<file path="src/hdl/uac_pkg.sv">
// Shared types and constants for the unique address counter.
`default_nettype none

package uac_pkg;

   localparam int ADDR_W     = 48;
   localparam int STRENGTH_W = 8;
   localparam int STATUS_W   = 2;
   localparam int DISTINCT_W = 6;
   localparam int COUNT_W    = 32;

   typedef enum logic [STATUS_W-1:0] {
      STATUS_KNOWN   = 2'd0,
      STATUS_NEW     = 2'd1,
      STATUS_DROPPED = 2'd2
   } status_type;

   typedef enum logic [1:0] {
      ST_IDLE,
      ST_SCAN,
      ST_DECIDE
   } state_type;

   // Outcome of one lookup, handed from the sequencer to the statistics logic.
   typedef struct packed {
      logic       done;
      status_type status;
   } uac_result_type;

endpackage

`default_nettype wire

</file>
<file path="src/hdl/uac_if.sv">
// Valid/ready channel interfaces for advertisement beats and result beats.
`default_nettype none

interface uac_req_if
   import uac_pkg::*;
   ();
   logic                         valid;
   logic                         ready;
   logic [ADDR_W-1:0]            device_address;
   logic signed [STRENGTH_W-1:0] signal_strength;

   modport source (output valid, output device_address, output signal_strength,
                   input ready);
   modport sink   (input valid, input device_address, input signal_strength,
                   output ready);
endinterface

interface uac_rsp_if
   import uac_pkg::*;
   ();
   logic                         valid;
   logic                         ready;
   logic [STATUS_W-1:0]          address_status;
   logic [DISTINCT_W-1:0]        distinct_count;
   logic                         overflowed;
   logic [COUNT_W-1:0]           advert_total;
   logic [COUNT_W-1:0]           dropped_total;
   logic signed [STRENGTH_W-1:0] latest_strength;

   modport source (output valid, output address_status, output distinct_count,
                   output overflowed, output advert_total, output dropped_total,
                   output latest_strength, input ready);
   modport sink   (input valid, input address_status, input distinct_count,
                   input overflowed, input advert_total, input dropped_total,
                   input latest_strength, output ready);
endinterface

`default_nettype wire

</file>
<file path="src/hdl/uac_table.sv">
// Address table memory: one write port, one registered read port.
`default_nettype none

module uac_table
   import uac_pkg::*;
#(
   parameter  int TABLE_DEPTH = 32,
   localparam int IW = (TABLE_DEPTH > 1) ? $clog2(TABLE_DEPTH) : 1
) (
   input  wire logic              clock,
   input  wire logic              wr_en,
   input  wire logic [IW-1:0]     wr_index,
   input  wire logic [ADDR_W-1:0] wr_data,
   input  wire logic [IW-1:0]     rd_index,
   output logic      [ADDR_W-1:0] rd_data
);

   logic [ADDR_W-1:0] mem [TABLE_DEPTH];
   logic [ADDR_W-1:0] rd_data_ff;

   always_ff @(posedge clock) begin
      if (wr_en) begin
         mem[wr_index] <= wr_data;
      end
   end

   always_ff @(posedge clock) begin
      rd_data_ff <= mem[rd_index];
   end

   assign rd_data = rd_data_ff;

endmodule

`default_nettype wire

</file>
<file path="src/hdl/uac_ctrl.sv">
// Lookup sequencer: walks the table through one compare unit and appends new addresses.
`default_nettype none

module uac_ctrl
   import uac_pkg::*;
#(
   parameter  int TABLE_DEPTH = 32,
   localparam int CW = $clog2(TABLE_DEPTH + 1),
   localparam int IW = (TABLE_DEPTH > 1) ? $clog2(TABLE_DEPTH) : 1
) (
   input  wire logic              clock,
   input  wire logic              reset,
   input  wire logic              req_valid,
   input  wire logic [ADDR_W-1:0] req_address,
   output logic                   req_ready,
   input  wire logic              out_free,
   output logic [IW-1:0]          rd_index,
   input  wire logic [ADDR_W-1:0] rd_data,
   output logic                   wr_en,
   output logic [IW-1:0]          wr_index,
   output logic [ADDR_W-1:0]      wr_data,
   output uac_result_type         result,
   output logic [CW-1:0]          fill_count
);

   state_type         state_ff, state_in;
   logic [ADDR_W-1:0] addr_ff, addr_in;
   logic [CW-1:0]     issue_ff, issue_in;
   logic [CW-1:0]     fill_ff, fill_in;
   logic              pend_ff, pend_in;
   logic              found_ff, found_in;

   logic       accept;
   logic       hit;
   logic       issue_now;
   logic       scan_end;
   logic       room;
   status_type status_c;

   // The shared comparator: checks the entry read on the previous cycle.
   assign accept    = (state_ff == ST_IDLE) && req_valid;
   assign hit       = pend_ff && (rd_data == addr_ff);
   assign issue_now = (state_ff == ST_SCAN) && (issue_ff != fill_ff);
   assign scan_end  = hit || (!pend_ff && (issue_ff == fill_ff));
   assign room      = fill_ff < CW'(TABLE_DEPTH);

   always_comb begin
      if (found_ff) begin
         status_c = STATUS_KNOWN;
      end else if (room) begin
         status_c = STATUS_NEW;
      end else begin
         status_c = STATUS_DROPPED;
      end
   end

   // Next state
   always_comb begin
      state_in = state_ff;
      case (state_ff)
         ST_IDLE: begin
            if (accept) begin
               state_in = ST_SCAN;
            end
         end
         ST_SCAN: begin
            if (scan_end) begin
               state_in = ST_DECIDE;
            end
         end
         ST_DECIDE: begin
            if (out_free) begin
               state_in = ST_IDLE;
            end
         end
         default: begin
            state_in = ST_IDLE;
         end
      endcase
   end

   // Outputs
   always_comb begin
      req_ready     = 1'b0;
      result.done   = 1'b0;
      result.status = status_c;
      case (state_ff)
         ST_IDLE: begin
            req_ready = 1'b1;
         end
         ST_SCAN: begin
            req_ready = 1'b0;
         end
         ST_DECIDE: begin
            result.done = out_free;
         end
         default: begin
            req_ready = 1'b0;
         end
      endcase
   end

   assign rd_index   = issue_ff[IW-1:0];
   assign wr_en      = result.done && (status_c == STATUS_NEW);
   assign wr_index   = fill_ff[IW-1:0];
   assign wr_data    = addr_ff;
   assign fill_count = fill_ff;

   always_comb begin
      addr_in  = accept ? req_address : addr_ff;
      issue_in = issue_ff;
      found_in = found_ff;
      fill_in  = fill_ff;
      pend_in  = 1'b0;
      if (accept) begin
         issue_in = '0;
         found_in = 1'b0;
      end else if (state_ff == ST_SCAN) begin
         pend_in = issue_now;
         if (issue_now) begin
            issue_in = issue_ff + 1'b1;
         end
         if (hit) begin
            found_in = 1'b1;
         end
      end
      if (wr_en) begin
         fill_in = fill_ff + 1'b1;
      end
   end

   always_ff @(posedge clock) begin
      if (reset) begin
         state_ff <= ST_IDLE;
         fill_ff  <= '0;
         pend_ff  <= 1'b0;
         found_ff <= 1'b0;
         issue_ff <= '0;
      end else begin
         state_ff <= state_in;
         fill_ff  <= fill_in;
         pend_ff  <= pend_in;
         found_ff <= found_in;
         issue_ff <= issue_in;
      end
   end

   always_ff @(posedge clock) begin
      addr_ff <= addr_in;
   end

   a_fill_bound: assert property (@(posedge clock) disable iff (reset)
      fill_ff <= CW'(TABLE_DEPTH))
      else $error("fill count exceeds table depth");

   a_new_grows: assert property (@(posedge clock) disable iff (reset)
      (result.done && (result.status == STATUS_NEW)) |=>
         (fill_ff == $past(fill_ff) + 1'b1))
      else $error("new address did not grow the fill count");

   a_drop_full: assert property (@(posedge clock) disable iff (reset)
      (result.done && (result.status == STATUS_DROPPED)) |->
         (fill_ff == CW'(TABLE_DEPTH)))
      else $error("address dropped while table had room");

   a_pend_range: assert property (@(posedge clock) disable iff (reset)
      pend_ff |-> ((issue_ff != '0) && (issue_ff <= fill_ff)))
      else $error("compare pending on an entry outside the filled range");

   a_fill_hold: assert property (@(posedge clock) disable iff (reset)
      (state_ff != ST_DECIDE) |=> $stable(fill_ff))
      else $error("fill count changed outside the decide step");

endmodule

`default_nettype wire

</file>
<file path="src/hdl/unique_address_counter.sv">
// Unique address counter top level: sequencer, address table and statistics.
// Flow: an accepted advertisement beat takes the sequencer from idle into a scan that walks the
//   filled table entries, then into a decide step that waits for the output register; a hit ends the walk early.
// One advertisement at a time: a new one is taken only once the last result has left the decide
//   step, and the single table read port that the compare unit uses is walked one entry per cycle.
// Reset: synchronous, active high; clears the fill count, counters and handshake
//   state. Table contents are not cleared: entries at or above the fill count are never compared.
`default_nettype none

module unique_address_counter
   import uac_pkg::*;
#(
   parameter int TABLE_DEPTH = 32
) (
   input wire logic clock,
   input wire logic reset,
   uac_req_if.sink  req_chan,
   uac_rsp_if.source rsp_chan
);

   localparam int CW = $clog2(TABLE_DEPTH + 1);
   localparam int IW = (TABLE_DEPTH > 1) ? $clog2(TABLE_DEPTH) : 1;

   // Connections between the sequencer and the table memory.
   logic [IW-1:0]     rd_index;
   logic [ADDR_W-1:0] rd_data;
   logic              wr_en;
   logic [IW-1:0]     wr_index;
   logic [ADDR_W-1:0] wr_data;
   uac_result_type    result;
   logic [CW-1:0]     fill_count;
   logic [CW-1:0]     fill_after;
   logic              out_free;
   logic              req_accept;

   // Running statistics. The advertisement and drop counters wrap at 2^32.
   logic [COUNT_W-1:0] advert_ff, advert_in;
   logic [COUNT_W-1:0] drop_ff, drop_in;

   // Strength of the advertisement being worked on, captured on its beat.
   logic signed [STRENGTH_W-1:0] strength_ff, strength_in;

   // Output register: holds one finished result beat so the sequencer can
   // take the next advertisement while the sink is still stalling.
   logic                         rsp_valid_ff, rsp_valid_in;
   status_type                   rsp_status_ff;
   logic [DISTINCT_W-1:0]        rsp_distinct_ff;
   logic                         rsp_overflow_ff;
   logic [COUNT_W-1:0]           rsp_advert_ff;
   logic [COUNT_W-1:0]           rsp_drop_ff;
   logic signed [STRENGTH_W-1:0] rsp_strength_ff;

   assign out_free   = !rsp_valid_ff || rsp_chan.ready;
   assign req_accept = req_chan.valid && req_chan.ready;

   uac_ctrl #(
      .TABLE_DEPTH (TABLE_DEPTH)
   ) u_ctrl (
      .clock       (clock),
      .reset       (reset),
      .req_valid   (req_chan.valid),
      .req_address (req_chan.device_address),
      .req_ready   (req_chan.ready),
      .out_free    (out_free),
      .rd_index    (rd_index),
      .rd_data     (rd_data),
      .wr_en       (wr_en),
      .wr_index    (wr_index),
      .wr_data     (wr_data),
      .result      (result),
      .fill_count  (fill_count)
   );

   uac_table #(
      .TABLE_DEPTH (TABLE_DEPTH)
   ) u_table (
      .clock    (clock),
      .wr_en    (wr_en),
      .wr_index (wr_index),
      .wr_data  (wr_data),
      .rd_index (rd_index),
      .rd_data  (rd_data)
   );

   // The fill count reported is the one after this advertisement is stored.
   assign fill_after = fill_count + CW'(result.status == STATUS_NEW);

   always_comb begin
      advert_in    = advert_ff;
      drop_in      = drop_ff;
      rsp_valid_in = rsp_valid_ff;
      strength_in  = req_accept ? req_chan.signal_strength : strength_ff;
      if (result.done) begin
         advert_in    = advert_ff + 1'b1;
         rsp_valid_in = 1'b1;
         if (result.status == STATUS_DROPPED) begin
            drop_in = drop_ff + 1'b1;
         end
      end else if (rsp_chan.ready) begin
         rsp_valid_in = 1'b0;
      end
   end

   always_ff @(posedge clock) begin
      if (reset) begin
         advert_ff    <= '0;
         drop_ff      <= '0;
         rsp_valid_ff <= 1'b0;
      end else begin
         advert_ff    <= advert_in;
         drop_ff      <= drop_in;
         rsp_valid_ff <= rsp_valid_in;
      end
   end

   // Payload registers: loaded only when a new result beat is formed.
   always_ff @(posedge clock) begin
      strength_ff <= strength_in;
      if (result.done) begin
         rsp_status_ff   <= result.status;
         rsp_distinct_ff <= DISTINCT_W'(fill_after);
         rsp_overflow_ff <= (drop_in != '0);
         rsp_advert_ff   <= advert_in;
         rsp_drop_ff     <= drop_in;
         rsp_strength_ff <= strength_ff;
      end
   end

   assign rsp_chan.valid           = rsp_valid_ff;
   assign rsp_chan.address_status  = STATUS_W'(rsp_status_ff);
   assign rsp_chan.distinct_count  = rsp_distinct_ff;
   assign rsp_chan.overflowed      = rsp_overflow_ff;
   assign rsp_chan.advert_total    = rsp_advert_ff;
   assign rsp_chan.dropped_total   = rsp_drop_ff;
   assign rsp_chan.latest_strength = rsp_strength_ff;

endmodule

`default_nettype wire

</file>
<file path="src/flat_wrapper.sv">
// flat-port wrapper written by rule: the top's interface ports become plain ports
module unique_address_counter_flat import uac_pkg::*;
#(
   parameter int TABLE_DEPTH = 32
)
  (clock, reset, req_chan_valid, req_chan_device_address, req_chan_signal_strength, req_chan_ready, rsp_chan_valid, rsp_chan_address_status, rsp_chan_distinct_count, rsp_chan_overflowed, rsp_chan_advert_total, rsp_chan_dropped_total, rsp_chan_latest_strength, rsp_chan_ready);
  uac_req_if req_chan_i ();
  uac_rsp_if rsp_chan_i ();
  input wire logic clock;
  input wire logic reset;
  input wire logic [$bits(req_chan_i.valid)-1:0] req_chan_valid;
  input wire logic [$bits(req_chan_i.device_address)-1:0] req_chan_device_address;
  input wire logic [$bits(req_chan_i.signal_strength)-1:0] req_chan_signal_strength;
  output wire logic [$bits(req_chan_i.ready)-1:0] req_chan_ready;
  output wire logic [$bits(rsp_chan_i.valid)-1:0] rsp_chan_valid;
  output wire logic [$bits(rsp_chan_i.address_status)-1:0] rsp_chan_address_status;
  output wire logic [$bits(rsp_chan_i.distinct_count)-1:0] rsp_chan_distinct_count;
  output wire logic [$bits(rsp_chan_i.overflowed)-1:0] rsp_chan_overflowed;
  output wire logic [$bits(rsp_chan_i.advert_total)-1:0] rsp_chan_advert_total;
  output wire logic [$bits(rsp_chan_i.dropped_total)-1:0] rsp_chan_dropped_total;
  output wire logic [$bits(rsp_chan_i.latest_strength)-1:0] rsp_chan_latest_strength;
  input wire logic [$bits(rsp_chan_i.ready)-1:0] rsp_chan_ready;
  assign req_chan_i.valid = req_chan_valid;
  assign req_chan_i.device_address = req_chan_device_address;
  assign req_chan_i.signal_strength = req_chan_signal_strength;
  assign req_chan_ready = req_chan_i.ready;
  assign rsp_chan_valid = rsp_chan_i.valid;
  assign rsp_chan_address_status = rsp_chan_i.address_status;
  assign rsp_chan_distinct_count = rsp_chan_i.distinct_count;
  assign rsp_chan_overflowed = rsp_chan_i.overflowed;
  assign rsp_chan_advert_total = rsp_chan_i.advert_total;
  assign rsp_chan_dropped_total = rsp_chan_i.dropped_total;
  assign rsp_chan_latest_strength = rsp_chan_i.latest_strength;
  assign rsp_chan_i.ready = rsp_chan_ready;
  unique_address_counter #(.TABLE_DEPTH(TABLE_DEPTH)) u_core (.clock(clock), .reset(reset), .req_chan(req_chan_i), .rsp_chan(rsp_chan_i));
endmodule
</file>
<file path="config.mk">
export PLATFORM = sky130hd
export DESIGN_NAME = unique_address_counter_flat
export DESIGN_NICKNAME = d
export VERILOG_FILES = /design/src/hdl/uac_pkg.sv /design/src/hdl/uac_if.sv /design/src/hdl/uac_table.sv /design/src/hdl/uac_ctrl.sv /design/src/hdl/unique_address_counter.sv /design/src/flat_wrapper.sv
export SDC_FILE = /design/constraint.sdc
export NUM_CORES = 2
export LEC_CHECK = 0
export BUFFER_PORTS_ARGS = -buffer_cell sky130_fd_sc_hd__buf_2
export CAP_MARGIN = 20
export CORE_ASPECT_RATIO = 1.5
export CORE_UTILIZATION = 25
export CTS_BUF_LIST = sky130_fd_sc_hd__clkbuf_8
export CTS_CLUSTER_DIAMETER = 60
export DETAILED_ROUTE_END_ITERATION = 7
export REMOVE_ABC_BUFFERS = 1
export SLEW_MARGIN = 30
export SYNTH_ARGS = -nofsm -noshare
export SYNTH_HDL_FRONTEND = slang
export SYNTH_SLANG_ARGS = --single-unit
</file>
<file path="constraint.sdc">
create_clock -name clock -period 7.8 [get_ports clock]
set_input_delay 1.56 -clock clock [delete_from_list [all_inputs] [get_ports clock]]
set_output_delay 1.56 -clock clock [all_outputs]
set_load 0.01 [all_outputs]
</file>
==> metrics.log <==
INFO  metric status = finished clean
INFO  metric synth_seq_area_share = 77.69%
INFO  metric hold_ws = 0.4075 ns
INFO  metric crit_end = u_core.u_table.mem[11][14]$_DFFE_PP_
INFO  metric clk_latency = 0.91 ns
INFO  metric initial_core_util = 25.13%
INFO  metric static-leakage-power = 24.08 nW
INFO  metric synth_most_common_cell = sky130_fd_sc_hd__edfxtp_1
INFO  metric drv_cap = 0
INFO  metric yosys-top-cells-count = 1673 x sky130_fd_sc_hd__edfxtp_1, 480 x sky130_fd_sc_hd__mux4_2, 129 x sky130_fd_sc_hd__dfxtp_1
INFO  metric cts_tree = done
INFO  metric ys_seq_elements = 1802
INFO  metric placement.io_buffers = 142
INFO  metric finalHoldViolCount = 0
INFO  metric cp.required = 8.28 ns
INFO  metric tritoncts_num_sinks = 1802
INFO  metric fin_crit_sh = 52.61%
INFO  metric syn_inst = 2986
INFO  metric hpwlAfterDp = 95.44 mm
INFO  metric routed-via-count = 31015
INFO  metric cts_buffer_depth = 4
INFO  metric grt_pass1_vias = 33283
INFO  metric final_nets = 3452
INFO  metric mappedNetlistArea = 67990 um2
INFO  metric critPathLaunchType = primary input
INFO  metric syn-mean-instance-area = 22.77 um2
INFO  metric ys.flop_type = sky130_fd_sc_hd__edfxtp_1
INFO  metric final_layout_size_suffix_gt1_share = 33.05%
INFO  metric max-vdd-ir-drop = 0.1237 mV
INFO  metric dieArea = 274100 um2
INFO  metric fin_crit = 4.104 ns
INFO  metric post_place_setup_slack = 2.841 ns
INFO  metric gp_routability_congestion = 0.7830
INFO  metric area_growth_syn_to_layout = 16.17%
INFO  metric post_drt_via_cell_ratio = 4.352
INFO  metric crit_start = rsp_chan_ready
INFO  metric data_arrival_time_of_the_critical_path = 4.58 ns
INFO  metric grt_start_max_net_pins = 132
INFO  metric reg2reg_from = u_core.u_ctrl.state_ff[1]$_SDFFE_PP0P_
INFO  metric crit_path_end_kind = flop
INFO  metric synth_edf_count = 1673
INFO  metric first_pass_iters = 5
INFO  metric yosys.area.top_type_share = 73.90%
INFO  metric critical_path_peak_fanout = 26
INFO  metric max_clock_freq = 243.7 MHz
INFO  metric max_slew_violation_count = 0
INFO  metric rsz_0062_raised_after_global_routing = no
INFO  metric ctsRootBufferMaster = sky130_fd_sc_hd__clkbuf_8
INFO  metric cts.clk_slew.worst_paths = 0.06 ns
INFO  metric synth_largest_area_cell = sky130_fd_sc_hd__edfxtp_1
INFO  metric fin_total_pwr = 18.85 mW
INFO  metric async_reset_ff_share = 0%
INFO  metric grt_first_pass_wirelength = 231.8 mm
INFO  metric worst-setup-path-type = primary input to flop
INFO  metric drt_drc_violations_left = 0
INFO  metric holdBufCountCts = 0
INFO  metric cts.htree.levels = 5
INFO  metric die_w = 427.8 um
INFO  metric final_antenna_net_count = 0
INFO  metric pin_count = 143
INFO  metric timing.reg2reg.setup_slack = 4.08 ns
INFO  metric yosys_warnings = 0
INFO  metric slew_headroom = 35.64%
INFO  metric synth_area_leaders = sky130_fd_sc_hd__edfxtp_1 74%, sky130_fd_sc_hd__mux4_2 16%, sky130_fd_sc_hd__dfxtp_1 3.8%
INFO  metric fillerInstances = 26343
INFO  metric initialDrtViolationCount = 2178
INFO  metric cts_buffers = 278
INFO  metric drt_wl_total = 159.8 mm
INFO  metric die_height = 640.7 um
INFO  metric grt_overflow_total = 0
INFO  metric ff2ff_path_depth = 5
INFO  metric post-route-worst-setup-slack = 3.696 ns
INFO  metric timing.rr.end = u_core.u_table.mem[11][14]$_DFFE_PP_
INFO  metric pwr_density_cell = 238.7 nW/um2
INFO  metric number_of_antenna_violations_at_the_first_check_in_global_routing = 16
INFO  metric ctsResizeCount = 0
INFO  metric synth_cell_type_count = 59
INFO  metric drt-wirelength-per-cell = 22.42 um
INFO  metric number_of_endpoints_failing_setup_at_the_final_stage = 0
INFO  metric cts.repair_timing.setup_buffer_count = 0
INFO  metric finClkSkew = 0.09133 ns
INFO  metric globalRouteTotalUtil = 11.52%
INFO  metric hp-class = flop to flop
INFO  metric core_region_area = 270500 um2
INFO  metric max_slew.worst_pin.slew = 0.9631 ns
INFO  metric floorplan_row_count = 234
per-stage QoR:
step	utilization, %	TNS, ns	instances	instance area, um2
after floorplan	-	-531.11	2851	67460
after global placement	27.25	0	6639	73730
after detailed placement	27.29	0	6642	73820
after CTS	29.18	0	7125	78950
after global routing	29.19	0	7127	78980
final	29.19	0	7127	78980
worst min path at each step:
stage	from	end	slack (ns)	cells after the start
after floorplan	u_core.strength_ff[0]$_DFFE_PP_	u_core.rsp_chan.latest_strength[0]$_DFFE_PP_	0.40	0
after global placement	u_core.strength_ff[6]$_DFFE_PP_	u_core.rsp_chan.latest_strength[6]$_DFFE_PP_	0.40	0
after detailed placement	u_core.strength_ff[0]$_DFFE_PP_	u_core.rsp_chan.latest_strength[0]$_DFFE_PP_	0.41	0
after CTS	u_core.strength_ff[0]$_DFFE_PP_	u_core.rsp_chan.latest_strength[0]$_DFFE_PP_	0.40	0
after global routing	u_core.strength_ff[2]$_DFFE_PP_	u_core.rsp_chan.latest_strength[2]$_DFFE_PP_	0.42	0
final	u_core.strength_ff[0]$_DFFE_PP_	u_core.rsp_chan.latest_strength[0]$_DFFE_PP_	0.41	0
power by group:
| group | switching [mW] | internal (mW) | total [mW] | leakage (nW) |
|---|---|---|---|---|
| clock network | 3.67 | 3.76 | 7.43 | 2.93 |
| registers | 0.0317 | 10.8 | 10.8 | 16.1 |
| logic | 0.458 | 0.178 | 0.636 | 5.04 |
| total | 4.16 | 14.7 | 18.8 | 24.1 |
layer usage:
| layer | track usage (%) | share of wire (%) |
|---|---|---|
| met4 | 3.645 | 2.6 |
| met1 | 13.82 | 39 |
| met5 | 0 | 0.026 |
| met3 | 2.059 | 5.0 |
| met2 | 20.68 | 53 |
worst max-delay path: stages:
cell and delay [ns]:
sky130_fd_sc_hd__buf_2 0.11, sky130_fd_sc_hd__nand2b_1 0.23, sky130_fd_sc_hd__and3_1 0.47, sky130_fd_sc_hd__nand2_1 0.61, sky130_fd_sc_hd__nor2_4 0.91, sky130_fd_sc_hd__buf_4 0.58
area by class of cell:
type | instances | area (um2) | share of cell area, %
repair buffers | 252 | 1679 | 2.126
inverters | 38 | 142.6 | 0.1806
clock buffers | 296 | 4074 | 5.158
well taps | 3540 | 4429 | 5.608
flip-flops and latches | 1802 | 52840 | 66.90
multi-input cells | 1011 | 14760 | 18.69
diodes | 1 | 2.502 | 0.003168
clock inverters | 187 | 1054 | 1.334
cell usage in the layout, fill, tap and decap left out, drive strengths merged, types with 40 or more instances in the layout:
| master | n |
|---|---|
| edfxtp | 1673 |
| mux4 | 480 |
| clkbuf | 296 |
| buf | 252 |
| inv | 132 |
| dfxtp | 129 |
| nor2 | 90 |
| clkinv | 78 |
| xor2 | 73 |
| mux2 | 50 |
| nor2b | 49 |
| xnor2 | 47 |
| nand2 | 40 |
cells by family (layout without fill, tap and decap cells):
| group | count (synthesis) | count (layout) | share of synthesized area, % |
|---|---|---|---|
| AOI/OAI and AO/OA | 27 | 27 | 0.2890 |
| other | 0 | 1 | 0 |
| and+or+nand+nor | 322 | 322 | 2.542 |
| buffers and inverters | 173 | 773 | 0.9791 |
| xor gates and xnor gates | 120 | 120 | 1.557 |
| adders and majority gates | 9 | 9 | 0.1656 |
| muxes | 533 | 533 | 16.77 |
| DFF | 1802 | 1802 | 77.69 |
registers in the layout (all words and copies together), names as in the netlist:
signal and count:
u_core.u_table.mem 1536, u_core.u_ctrl.wr_data 48, u_core.u_table.rd_data 48, u_core.advert_ff 32, u_core.drop_ff 32, u_core.rsp_chan.advert_total 32
u_core.rsp_chan.dropped_total 32, u_core.rsp_chan.latest_strength 8, u_core.strength_ff 8, u_core.rsp_chan.distinct_count 6, u_core.u_ctrl.fill_count 6, u_core.u_ctrl.issue_ff 6
u_core.rsp_chan.address_status 2, u_core.u_ctrl.state_ff 2, u_core.rsp_chan.overflowed 1, u_core.rsp_chan.valid 1, u_core.u_ctrl.found_ff 1, u_core.u_ctrl.pend_ff 1
(Power assumes the default switching activity.)
